**config.mk**
```make
export PLATFORM = sky130hd
export DESIGN_NAME = sliding_window_frame_rate_meter_unit
export DESIGN_NICKNAME = d
export VERILOG_FILES = /design/src/rtl/swfrm_pkg.sv /design/src/rtl/swfrm_ram.sv /design/src/rtl/swfrm_div.sv /design/src/rtl/sliding_window_frame_rate_meter_unit.sv
export SDC_FILE = /design/constraint.sdc
export NUM_CORES = 2
export LEC_CHECK = 0
export BUFFER_PORTS_ARGS = -buffer_cell sky130_fd_sc_hd__buf_4
export CORE_MARGIN = 2
export CORE_UTILIZATION = 45
export DETAILED_ROUTE_END_ITERATION = 12
export SYNTH_ARGS = -nofsm -noshare
export SYNTH_HDL_FRONTEND = slang
export SYNTH_SLANG_ARGS = --single-unit
export TNS_END_PERCENT = 1
```
**constraint.sdc**
```tcl
create_clock -name clk -period 7.5 [get_ports clk]
set_clock_uncertainty 0.15 [all_clocks]
set_input_delay 1.875 -clock clk [delete_from_list [all_inputs] [get_ports clk]]
set_output_delay 1.875 -clock clk [all_outputs]
set_load 0.01 [all_outputs]
```
**src/rtl/swfrm_pkg.sv**
```systemverilog
package swfrm_pkg;

	// field widths
	localparam int TIME_W  = 32;
	localparam int WL_W    = 7;
	localparam int RATE_W  = 24;
	localparam int COUNT_W = 7;
	localparam int APB_DW  = 32;
	localparam int APB_AW  = 3;

	// defaults and constants
	localparam int MAX_WINDOW_DEF = 64;
	localparam logic [WL_W-1:0] WINDOW_RESET = 7'd30;
	localparam int MS_PER_S_Q8 = 256000;
	localparam logic [RATE_W-1:0] RATE_MAX = 24'hFFFFFF;
	localparam logic [COUNT_W-1:0] COUNT_MAX = 7'd127;

	// register index, taken from paddr[2]
	localparam logic [0:0] REG_WINDOW_LENGTH = 1'b0;

	// divider status toward the sequencer
	typedef struct packed {
		logic busy;
		logic done;
	} div_stat_t;

endpackage

```
**src/rtl/swfrm_ram.sv**
```systemverilog
module swfrm_ram #(
	parameter int WIDTH = 32,
	parameter int DEPTH = 64
) (
	input  logic                     clk,
	input  logic                     we,
	input  logic [$clog2(DEPTH)-1:0] waddr,
	input  logic [WIDTH-1:0]         wdata,
	input  logic                     re,
	input  logic [$clog2(DEPTH)-1:0] raddr,
	output logic [WIDTH-1:0]         rdata
);

	logic [WIDTH-1:0] mem_q [DEPTH];

	always_ff @(posedge clk) begin
		if (we) begin
			mem_q[waddr] <= wdata;
		end
		if (re) begin
			rdata <= mem_q[raddr];
		end
	end

endmodule

```
**src/rtl/swfrm_div.sv**
```systemverilog
module swfrm_div #(
	parameter int NUM_W = 24
) (
	input  logic                           clk,
	input  logic                           arst_n,
	input  logic                           start,
	input  logic [NUM_W-1:0]               numer,
	input  logic [swfrm_pkg::TIME_W-1:0]   denom,
	output logic [NUM_W-1:0]               quot,
	output swfrm_pkg::div_stat_t           stat
);

	localparam int CNT_W = $clog2(NUM_W + 1);
	localparam int TW    = swfrm_pkg::TIME_W;

	// numerator bits shift out at the top while quotient bits shift in below
	logic [NUM_W-1:0] nq_q;
	logic [TW-1:0]    rem_q;
	logic [TW-1:0]    den_q;
	logic [CNT_W-1:0] cnt_q;
	logic             busy_q;
	logic             done_q;

	logic [TW:0]   trial;
	logic          qbit;
	logic [TW-1:0] rem_next;

	always_comb begin
		trial = {rem_q, nq_q[NUM_W-1]};
		qbit  = (trial >= {1'b0, den_q});
		if (qbit) begin
			rem_next = TW'(trial - {1'b0, den_q});
		end else begin
			rem_next = trial[TW-1:0];
		end
	end

	always_ff @(posedge clk or negedge arst_n) begin
		if (!arst_n) begin
			busy_q <= 1'b0;
			done_q <= 1'b0;
			cnt_q  <= '0;
		end else begin
			done_q <= 1'b0;
			if (start) begin
				busy_q <= 1'b1;
				cnt_q  <= CNT_W'(NUM_W);
			end else if (busy_q) begin
				cnt_q <= cnt_q - 1'b1;
				if (cnt_q == CNT_W'(1)) begin
					busy_q <= 1'b0;
					done_q <= 1'b1;
				end
			end
		end
	end

	always_ff @(posedge clk) begin
		if (start) begin
			nq_q  <= numer;
			rem_q <= '0;
			den_q <= denom;
		end else if (busy_q) begin
			nq_q  <= {nq_q[NUM_W-2:0], qbit};
			rem_q <= rem_next;
		end
	end

	assign quot      = nq_q;
	assign stat.busy = busy_q;
	assign stat.done = done_q;

endmodule

```
**src/rtl/sliding_window_frame_rate_meter_unit.sv**
```systemverilog
// Sliding-window frame rate meter. Each input request carries one frame
// timestamp in milliseconds; the block stores it in a ring of MAX_WINDOW
// entries and returns one result request with the mean frame rate over the
// last window_length frames, (frames - 1) * 256000 / (newest - oldest) in Q8,
// truncated, together with the frame count and a valid flag (cleared for
// fewer than two frames or a zero duration). A frame goes through the ring
// read, then the bit-serial restoring divider over NW, the numerator width
// (24 at MAX_WINDOW = 64), which settles one quotient bit per cycle and is
// skipped when the rate is undefined, then the handoff to the output register.
// A new frame is taken once the result has been loaded into the output
// register, so a result that waits on out_ready does not hold up the next
// frame. window_length sits at byte address 0 of the APB port and resets to
// 30; values above MAX_WINDOW act as MAX_WINDOW. The ring needs no clearing
// after reset.
module sliding_window_frame_rate_meter_unit #(
	parameter int MAX_WINDOW = swfrm_pkg::MAX_WINDOW_DEF
) (
	input  logic                               clk,
	input  logic                               arst_n,
	// apb configuration port
	input  logic                               psel,
	input  logic                               penable,
	input  logic                               pwrite,
	input  logic [swfrm_pkg::APB_AW-1:0]       paddr,
	input  logic [swfrm_pkg::APB_DW-1:0]       pwdata,
	output logic [swfrm_pkg::APB_DW-1:0]       prdata,
	output logic                               pready,
	// frame request
	input  logic                               in_valid,
	output logic                               in_ready,
	input  logic [swfrm_pkg::TIME_W-1:0]       frame_time_ms,
	// result request
	output logic                               out_valid,
	input  logic                               out_ready,
	output logic [swfrm_pkg::RATE_W-1:0]       rate_q8,
	output logic [swfrm_pkg::COUNT_W-1:0]      frames_in_window,
	output logic                               rate_valid
);

	localparam int AW = $clog2(MAX_WINDOW);
	localparam int CW = $clog2(MAX_WINDOW + 1);
	localparam int LW = (CW > swfrm_pkg::WL_W) ? CW : swfrm_pkg::WL_W;
	localparam int OW = AW + 2;
	localparam int NW = $clog2((MAX_WINDOW - 1) * swfrm_pkg::MS_PER_S_Q8 + 1);
	localparam int QW = (NW > swfrm_pkg::RATE_W) ? NW : swfrm_pkg::RATE_W;
	localparam int TW = swfrm_pkg::TIME_W;

	// sequencer states
	typedef enum logic [3:0] {
		ST_IDLE = 4'b0001,
		ST_READ = 4'b0010,
		ST_DIV  = 4'b0100,
		ST_HOLD = 4'b1000
	} state_t;

	state_t state_q;

	logic [swfrm_pkg::WL_W-1:0] window_length_q;
	logic [AW-1:0]              write_index_q;
	logic [CW-1:0]              fill_count_q;
	logic [TW-1:0]              time_q;
	logic                       two_q;     // at least two frames held
	logic                       valid_q;   // rate defined for this frame

	logic                          out_valid_q;
	logic [swfrm_pkg::RATE_W-1:0]  rate_q8_q;
	logic [swfrm_pkg::COUNT_W-1:0] frames_q;
	logic                          rate_valid_q;

	// apb: always ready, register index from paddr[2]
	logic cfg_we;
	assign pready = 1'b1;
	assign cfg_we = psel && penable && pwrite
		&& (paddr[2:2] == swfrm_pkg::REG_WINDOW_LENGTH);

	always_comb begin
		if (paddr[2:2] == swfrm_pkg::REG_WINDOW_LENGTH) begin
			prdata = swfrm_pkg::APB_DW'(window_length_q);
		end else begin
			prdata = '0;
		end
	end

	// window bookkeeping for the incoming frame
	logic          accept;
	logic [LW-1:0] wl_ext;
	logic [LW-1:0] lim;
	logic [LW-1:0] inc;
	logic [LW-1:0] cnt_lw;
	logic [CW-1:0] cnt_new;
	logic [AW-1:0] wi_next;
	logic [OW-1:0] diff;
	logic [OW-1:0] oldest_ow;
	logic [AW-1:0] oldest_idx;

	assign accept = in_valid && in_ready;

	always_comb begin
		wl_ext = LW'(window_length_q);
		// effective window saturates at the ring depth
		if (wl_ext > LW'(MAX_WINDOW)) begin
			lim = LW'(MAX_WINDOW);
		end else begin
			lim = wl_ext;
		end
		inc = LW'(fill_count_q) + LW'(1);
		// a shrunk window drops the oldest entries at once
		if (inc > lim) begin
			cnt_lw = lim;
		end else begin
			cnt_lw = inc;
		end
		cnt_new = CW'(cnt_lw);
		if (write_index_q == AW'(MAX_WINDOW - 1)) begin
			wi_next = '0;
		end else begin
			wi_next = write_index_q + 1'b1;
		end
		// oldest slot = (next write slot - count) modulo the ring depth
		diff = OW'(wi_next) + OW'(MAX_WINDOW) - OW'(cnt_new);
		if (diff >= OW'(MAX_WINDOW)) begin
			oldest_ow = diff - OW'(MAX_WINDOW);
		end else begin
			oldest_ow = diff;
		end
		oldest_idx = oldest_ow[AW-1:0];
	end

	// ring store: new timestamp written while the oldest one is read
	logic [TW-1:0] ring_rdata;

	swfrm_ram #(
		.WIDTH(TW),
		.DEPTH(MAX_WINDOW)
	) u_ring (
		.clk  (clk),
		.we   (accept),
		.waddr(write_index_q),
		.wdata(frame_time_ms),
		.re   (accept),
		.raddr(oldest_idx),
		.rdata(ring_rdata)
	);

	// duration and numerator, formed once the ring read has landed
	logic [TW-1:0] dur;
	logic [CW-1:0] cnt_m1;
	logic [NW-1:0] numer;
	logic          rate_ok;
	logic          div_start;

	assign dur       = time_q - ring_rdata;   // wraps modulo 2^32
	assign cnt_m1    = fill_count_q - 1'b1;
	assign numer     = NW'(NW'(cnt_m1) * NW'(swfrm_pkg::MS_PER_S_Q8));
	assign rate_ok   = two_q && (dur != '0);
	assign div_start = (state_q == ST_READ) && rate_ok;

	logic [NW-1:0]        quot;
	swfrm_pkg::div_stat_t div_stat;

	swfrm_div #(
		.NUM_W(NW)
	) u_div (
		.clk   (clk),
		.arst_n(arst_n),
		.start (div_start),
		.numer (numer),
		.denom (dur),
		.quot  (quot),
		.stat  (div_stat)
	);

	// output saturation
	logic [QW-1:0]                 quot_ext;
	logic [swfrm_pkg::RATE_W-1:0]  rate_sat;
	logic [LW-1:0]                 fill_ext;
	logic [swfrm_pkg::COUNT_W-1:0] frames_sat;
	logic                          out_free;
	logic                          load_out;

	always_comb begin
		quot_ext = QW'(quot);
		if (quot_ext > QW'(swfrm_pkg::RATE_MAX)) begin
			rate_sat = swfrm_pkg::RATE_MAX;
		end else begin
			rate_sat = swfrm_pkg::RATE_W'(quot_ext);
		end
		fill_ext = LW'(fill_count_q);
		if (fill_ext > LW'(swfrm_pkg::COUNT_MAX)) begin
			frames_sat = swfrm_pkg::COUNT_MAX;
		end else begin
			frames_sat = swfrm_pkg::COUNT_W'(fill_ext);
		end
	end

	assign out_free = !out_valid_q || out_ready;
	assign load_out = (state_q == ST_HOLD) && out_free;
	assign in_ready = (state_q == ST_IDLE);

	// control state
	always_ff @(posedge clk or negedge arst_n) begin
		if (!arst_n) begin
			state_q         <= ST_IDLE;
			window_length_q <= swfrm_pkg::WINDOW_RESET;
			write_index_q   <= '0;
			fill_count_q    <= '0;
			out_valid_q     <= 1'b0;
		end else begin
			if (cfg_we) begin
				window_length_q <= pwdata[swfrm_pkg::WL_W-1:0];
			end
			if (load_out) begin
				out_valid_q <= 1'b1;
			end else if (out_ready) begin
				out_valid_q <= 1'b0;
			end
			case (state_q)
				ST_IDLE: begin
					if (accept) begin
						write_index_q <= wi_next;
						fill_count_q  <= cnt_new;
						state_q       <= ST_READ;
					end
				end
				ST_READ: begin
					// no divide when the rate is undefined
					if (rate_ok) begin
						state_q <= ST_DIV;
					end else begin
						state_q <= ST_HOLD;
					end
				end
				ST_DIV: begin
					if (div_stat.done && !div_stat.busy) begin
						state_q <= ST_HOLD;
					end
				end
				ST_HOLD: begin
					if (out_free) begin
						state_q <= ST_IDLE;
					end
				end
				default: begin
					state_q <= ST_IDLE;
				end
			endcase
		end
	end

	// payload registers
	always_ff @(posedge clk) begin
		if (accept) begin
			time_q <= frame_time_ms;
			two_q  <= (cnt_lw >= LW'(2));
		end
		if (state_q == ST_READ) begin
			valid_q <= rate_ok;
		end
		if (load_out) begin
			rate_q8_q    <= valid_q ? rate_sat : '0;
			frames_q     <= frames_sat;
			rate_valid_q <= valid_q;
		end
	end

	assign out_valid        = out_valid_q;
	assign rate_q8          = rate_q8_q;
	assign frames_in_window = frames_q;
	assign rate_valid       = rate_valid_q;

endmodule

```
* Word level (Yosys, flattened, before mapping)
Memory sizes are Yosys's and may differ from the RTL's. A register that Yosys moved wholly into a read port is not among the register bits.
Index checks and enable logic that the tools add are counted.
** Cells by class
- Reductions and logical operators :: 16
- Eq/ne operators :: 9
- Order comparisons :: 7
- Bitwise operators :: 1
- $add $sub $neg :: 9
- Multipliers :: 1
- Multiplexer cells :: 26
** Operators by type and width (count)
- 24-bit two-way mux :: 3
- 32-bit subtractor :: 2
- 33-bit by 32-bit >= comparator with 1-bit output :: 1
- 32-bit two-way mux :: 1
- 32-bit nonzero test :: 1
- 24-bit greater-than comparator (second input constant) :: 1
- 7-bit two-way mux :: 3
- 4-bit two-way mux :: 4
- 4-bit one-hot mux with 4 select lines :: 1
- 7-bit greater-than comparator (second input constant) :: 2
- 7-bit by 7-bit multiplier with 13-bit output (second input constant) :: 1
- 6-bit two-way mux :: 2
- 1-bit two-way mux :: 10
- 5-bit two-way mux :: 2
- 6-bit by 7-bit adder with 8-bit output (second input constant) :: 1
- 8-bit by 7-bit >= comparator with 1-bit output (second input constant) :: 1
- 1-bit logical AND :: 8
- 8-bit by 7-bit subtractor with 8-bit output :: 1
- 7-bit by 1-bit adder with 7-bit output (second input constant) :: 1
- 7-bit by 2-bit >= comparator with 1-bit output (second input constant) :: 1
- 7-bit greater-than comparator :: 1
- 7-bit by 1-bit subtractor with 7-bit output (second input constant) :: 1
- 6-bit by 1-bit adder with 6-bit output (second input constant) :: 1
- 6-bit equality test (second input constant) :: 1
- other kinds (15) :: 18
** Storage, ports and cells
- Output and inout bits :: 67
- Bits in registers :: 186
- Logic and storage cells :: 88
- Memories kept :: 1
- Memory bits (writable) :: 2048
- Input bits :: 74
** Memory list
- u_ring.mem_q :: words 64, width 32, read ports 1, clocked after memory_dff 1, wr ports 1, line swfrm_ram.sv:14 : logic [WIDTH-1:0] mem_q [DEPTH];

* Depth between registers and ports, before layout
- Depth after elaboration :: 7
- Gate-level depth with buffers :: 22

* Hierarchy
A second synthesis with hierarchy kept.
** Second synthesis, totals
- Cell total of the unflattened synthesis :: 4660
- Area total of the unflattened synthesis :: 92007.0 um^2
** Modules (own cells, without submodules)
- swfrm_ram :: times used 1, area each 78835.6 um^2, cells each 3324
- sliding_window_frame_rate_meter_unit :: times used 1, area each 7370.8 um^2, cells each 764
- swfrm_div :: times used 1, area each 5800.6 um^2, cells each 572

* Least setup slack after synthesis
No wires, ideal clock.
- Kind :: input-to-reg
- Start point :: input port in_valid
- End point :: memory u_ring.mem_q[19][0] (enable)
- Library setup time :: 0.421 ns
- Arrival :: 6.184 ns
- Path slack :: 0.745 ns
- Data required time :: 6.929 ns
- Stages on the path :: 5
- Cell sequence :: nand2_1 inv_1 clkbuf_1 nand4b_1 nor2_1
** Between the ends
- Word-level cells in the longest chain between the ends :: 3
** Ends and longest elaborated chain
- start, declared :: line sliding_window_frame_rate_meter_unit.sv:29 : input logic in_valid,
- 1-bit logical AND :: line sliding_window_frame_rate_meter_unit.sv:96 : assign accept = in_valid && in_ready;
- via accept :: line sliding_window_frame_rate_meter_unit.sv:85 : logic accept;
- 1-bit two-way mux :: line swfrm_ram.sv:17 : if (we) begin
- 1-bit two-way mux (implied by the code) :: line swfrm_ram.sv:18 : mem_q[waddr] <= wdata;
- end, declared :: line swfrm_ram.sv:14
The timed path passes the listed nets, and every way through them passes these cells.

* Worst setup path in the final report
- Start point :: register fill_count_q[0]
- End point :: register u_ring.rdata[19], read port of u_ring.mem_q (data pin)
** Between the ends
- Word-level cells in the longest chain between the ends :: 6
- Elaborated cells between the ends (all ways) :: 7
- Those cells by class :: 3 x add/sub; 2 x order compare; 2 x mux
** Ends and longest elaborated chain
- start, declared :: line sliding_window_frame_rate_meter_unit.sv:60 : logic [CW-1:0] fill_count_q;
- start signal, assigned :: line sliding_window_frame_rate_meter_unit.sv:221 : fill_count_q <= cnt_new;
- 7-bit by 1-bit adder with 7-bit output * :: line sliding_window_frame_rate_meter_unit.sv:106 : inc = LW'(fill_count_q) + LW'(1);
- 7-bit greater-than comparator :: line sliding_window_frame_rate_meter_unit.sv:108 : if (inc > lim) begin
- 7-bit two-way mux * :: line sliding_window_frame_rate_meter_unit.sv:108
- via cnt_lw[0] :: line sliding_window_frame_rate_meter_unit.sv:89 : logic [LW-1:0] cnt_lw;
- 8-bit by 7-bit subtractor with 8-bit output * :: line sliding_window_frame_rate_meter_unit.sv:120 : diff = OW'(wi_next) + OW'(MAX_WINDOW) - OW'(cnt_new);
- 8-bit by 7-bit >= comparator with 1-bit output / 6-bit by 1-bit subtractor with 6-bit output (equally long branches) :: line sliding_window_frame_rate_meter_unit.sv:121, sliding_window_frame_rate_meter_unit.sv:122
- 6-bit two-way mux * :: line sliding_window_frame_rate_meter_unit.sv:121 : if (diff >= OW'(MAX_WINDOW)) begin
- end, declared :: line swfrm_ram.sv:11 : output logic [WIDTH-1:0] rdata
Mark *: on every way through the listed nets, which the timed path passes. The rest lies on a longest branch.
A chain may end at the register's enable or synchronous reset.

==> metrics.md <==
| Metric | Value |
|---|---|
| Status | `finished clean` |
| Wire per inst | `29.6 um` |
| Vias/cell | `5.91` |
| Post-CTS sizing | `0` |
| Setup TNS Final | `0 ps` |
| Fin crit period | `6800 ps` |
| Core area | `204000 um2` |
| Antenna violations before repair | `11` |
| Final Util | `0.512` |
| Layout cells sized above 1 | `0.272` |
| Root buffer cell | `clkbuf_16` |
| Hold Startpoint | `u_div.quot[0]` |
| Post-Syn Area | `92100 um2` |
| CP top delay family | `adder cells` |
| CP Data Arrival Time | `7230 ps` |
| Commonest non-fill, non-tap cell in the layout | `edfxtp_1` |
| ANT nets after route | `0` |
| Post-synth EDFFs | `2191` |
| Slew margin rel. | `0.189` |
| Tot GR Track Use | `0.216` |
| Num rows | `166` |
| Cells after Synth | `4469` |
| Final GP Congestion | `0.831` |
| GRT Residual Overflow | `0` |
| Post-Route WL | `225 mm` |
| Tightest Pin Transition | `1210 ps` |
| R2r startpoint | `fill_count_q[0]` |
| MaxCap Viol Count | `0` |
| Worst setup SP type | `flop` |
| FF+latch count, synth | `2266` |
| Starting DRT DRC Count | `5271` |
| I/O Buffers | `87` |
| I/O pins | `141` |
| Final #Nets | `4912` |
| Mapped Avg Cell Area | `20.6 um2` |
| M3 GR Usage | `0.0321` |
| RSZ-0062 raised after global routing | `false` |
| Period utilization | `0.906` |
| Hold Crit Class | `reg -> reg` |
| P&R area growth vs syn | `13.5%` |
| Global-route wire length before repair | `325 mm` |
| CTS Buf Count | `224` |
| Die area | `208000 um2` |
| Fill cells | `16006` |
| Slowest Stage Delay on Critical Path | `850 ps` |
| FMAX | `147 MHz` |
| Final HPWL from detailed placement | `128 mm` |
| CTS tree | `built` |
| Critical path's slowest cell | `fa_4` |
| Crit path launch | `fill_count_q[0]` |
| Vias in the first global route | `44890` |
| CTS Sinks | `2266` |
| Bufs on Longest Clock Path | `3` |
| Part of the Yosys area used for sequential elements | `0.733` |
| DRT Pass-1 Iters | `6` |
| Die height | `456 um` |
| CTS Hold Bufs | `0` |
| Largest net degree at the start of global routing | `85` |
| Post-CTS Setup Bufs | `0` |
| Most frequent cells in the layout | `edfxtp_1 (2191), mux4_2 (640), clkbuf_16 (226)` |
| Ys async rst share | `0.0141` |
| Worst Path Max Fanout | `43` |
| Initial Util | `0.452` |
| Met2 Usage GRT | `0.342` |
| Slew Limit Fails | `0` |
| Top FF cell, synth | `edfxtp_1` |
| CP endpoint kind | `flop` |
| CP Buf/Inv Count | `4` |
| Crit path cell chain | `inv_1 > ha_1 > ha_1 > nor2b_1 > o21a_1 > o21ai_0 > nand2b_1 > a21oi_1 > o21a_1 > a41oi_1 > mux2_2 > ha_4 > fa_4 > buf_12 > buf_12 > buf_4 > mux4_2 > mux4_2 > mux2i_1 > mux2i_1` |
| Routed via count | `44859` |
| Hold Violations, Final | `0` |
| Critical Path RT | `7930 ps` |
| Grt peak-use layer | `met2` |
| Syn. warnings | `0` |
| Die W | `456 um` |
| GR Util met1 | `0.318` |
| Setup CP Type | `reg -> reg` |
| # H-tree levels | `4` |
| WHS | `344 ps` |
| Latest clock arrival within the worst-skew pair | `870 ps` |
| Setup violations, final | `0` |
| # DRC | `0` |
| Yosys cell types | `74` |
| Clock transition at path regs | `60 ps` |
==> kinds of logic after synthesis <==
kind of cell | after synthesis | synth area share
compound gates | 337 | 0.0253
xor+xnor | 83 | 0.00789
fa+ha+maj | 126 | 0.0184
buf+inv | 383 | 0.0171
flops | 2266 | 0.733
mux | 798 | 0.174
other cells | 2 | 0.0000815
simple gates | 474 | 0.0248
==> metal layers <==
layer,part of all wire,up-vias
li1,-,18873
met1,0.43,24056
met2,0.48,1631
met3,0.065,289
met4,0.022,10
met5,0.00026,-
==> Yosys cell counts (5+ instances only) <==
library cell,n,area share
a211oi_1,19,0.0015
a211oi_2,23,0.0031
a21o_1,42,0.0034
a21oi_1,94,0.0051
a221o_1,5,0.00054
a31oi_1,13,0.00088
and2_1,29,0.0020
and3_1,15,0.0010
buf_1,58,0.0024
buf_4,27,0.0022
clkbuf_1,154,0.0063
dfrtp_1,27,0.0073
dfstp_2,5,0.0014
dfxtp_1,43,0.0093
edfxtp_1,2191,0.71
fa_1,16,0.0035
ha_1,110,0.015
inv_1,137,0.0056
mux2_2,16,0.0020
mux2i_1,142,0.015
mux4_2,640,0.16
nand2_1,88,0.0036
nand2b_1,12,0.00082
nand3_1,19,0.0010
nand3b_1,11,0.00090
nand4_1,16,0.0011
nor2_1,187,0.0076
nor2b_1,26,0.0018
nor3_1,27,0.0015
nor3b_1,6,0.00049
nor4_1,5,0.00034
o211ai_1,8,0.00065
o21a_1,11,0.00090
o21ai_0,56,0.0030
o21bai_1,10,0.00082
o311ai_0,5,0.00048
o31ai_1,6,0.00049
or2_2,6,0.00041
or3_1,9,0.00061
xnor2_1,58,0.0055
xor2_1,25,0.0024
==> through the flow <==
step,area (um2),worst slack [ps],instances
after floorplan,92200,745,4493
after global placement,97300,695,7174
after detailed placement,97300,666,7174
after CTS,104000,622,7592
after global routing,104000,406,7594
final,104000,702,7594
==> path summary, 6_finish.rpt <==
path                            slack (ps)            endpoint  cells after the start
worst max register to register         700    u_ring.rdata[19]                     20
worst min-delay path                   340       u_div.quot[0]                      2
max in group asynchronous             5980  window_length_q[2]                      1
worst max-delay path                   700    u_ring.rdata[19]                     20
worst min register to register         340       u_div.quot[0]                      2
min in group asynchronous              820      u_div.cnt_q[1]                      1
==> flip-flops by register name, indices dropped and copies added (netlist names) <==
signal	cells
fill_count_q	7
frames_in_window	7
out_valid	1
rate_q8	24
rate_valid	1
state_q	4
time_q	32
two_q	1
u_div.busy_q	1
u_div.cnt_q	5
u_div.den_q	32
u_div.done_q	1
u_div.quot	24
u_div.rem_q	32
u_ring.mem_q	2048
u_ring.rdata	32
valid_q	1
window_length_q	7
write_index_q	6
==> final cells by class <==
cell class	instances	area [um2]	area share
diodes	2	5.00	0.0000479
clock buffers	272	5880	0.0563
clock inverters	146	1350	0.0129
inverters	137	517	0.00495
multi-input cells	1844	23700	0.227
flip-flops and latches	2266	67500	0.646
well taps	2688	3360	0.0322
repair buffers	239	2190	0.0210
==> worst reg2reg max path, delay by kind of cell, from the launching register on <==
kind / cells / cell delay [ps]
and+or+nand+nor: 2 / 210
adders and majority gates: 4 / 1790
muxes: 5 / 1720
AOI/OAI and AO/OA: 5 / 1010
DFF: 1 / 550
buffers and inverters: 4 / 1090
Power is not shown: default switching activity piles up to over one toggle a cycle in this logic, so the estimate is an artifact.
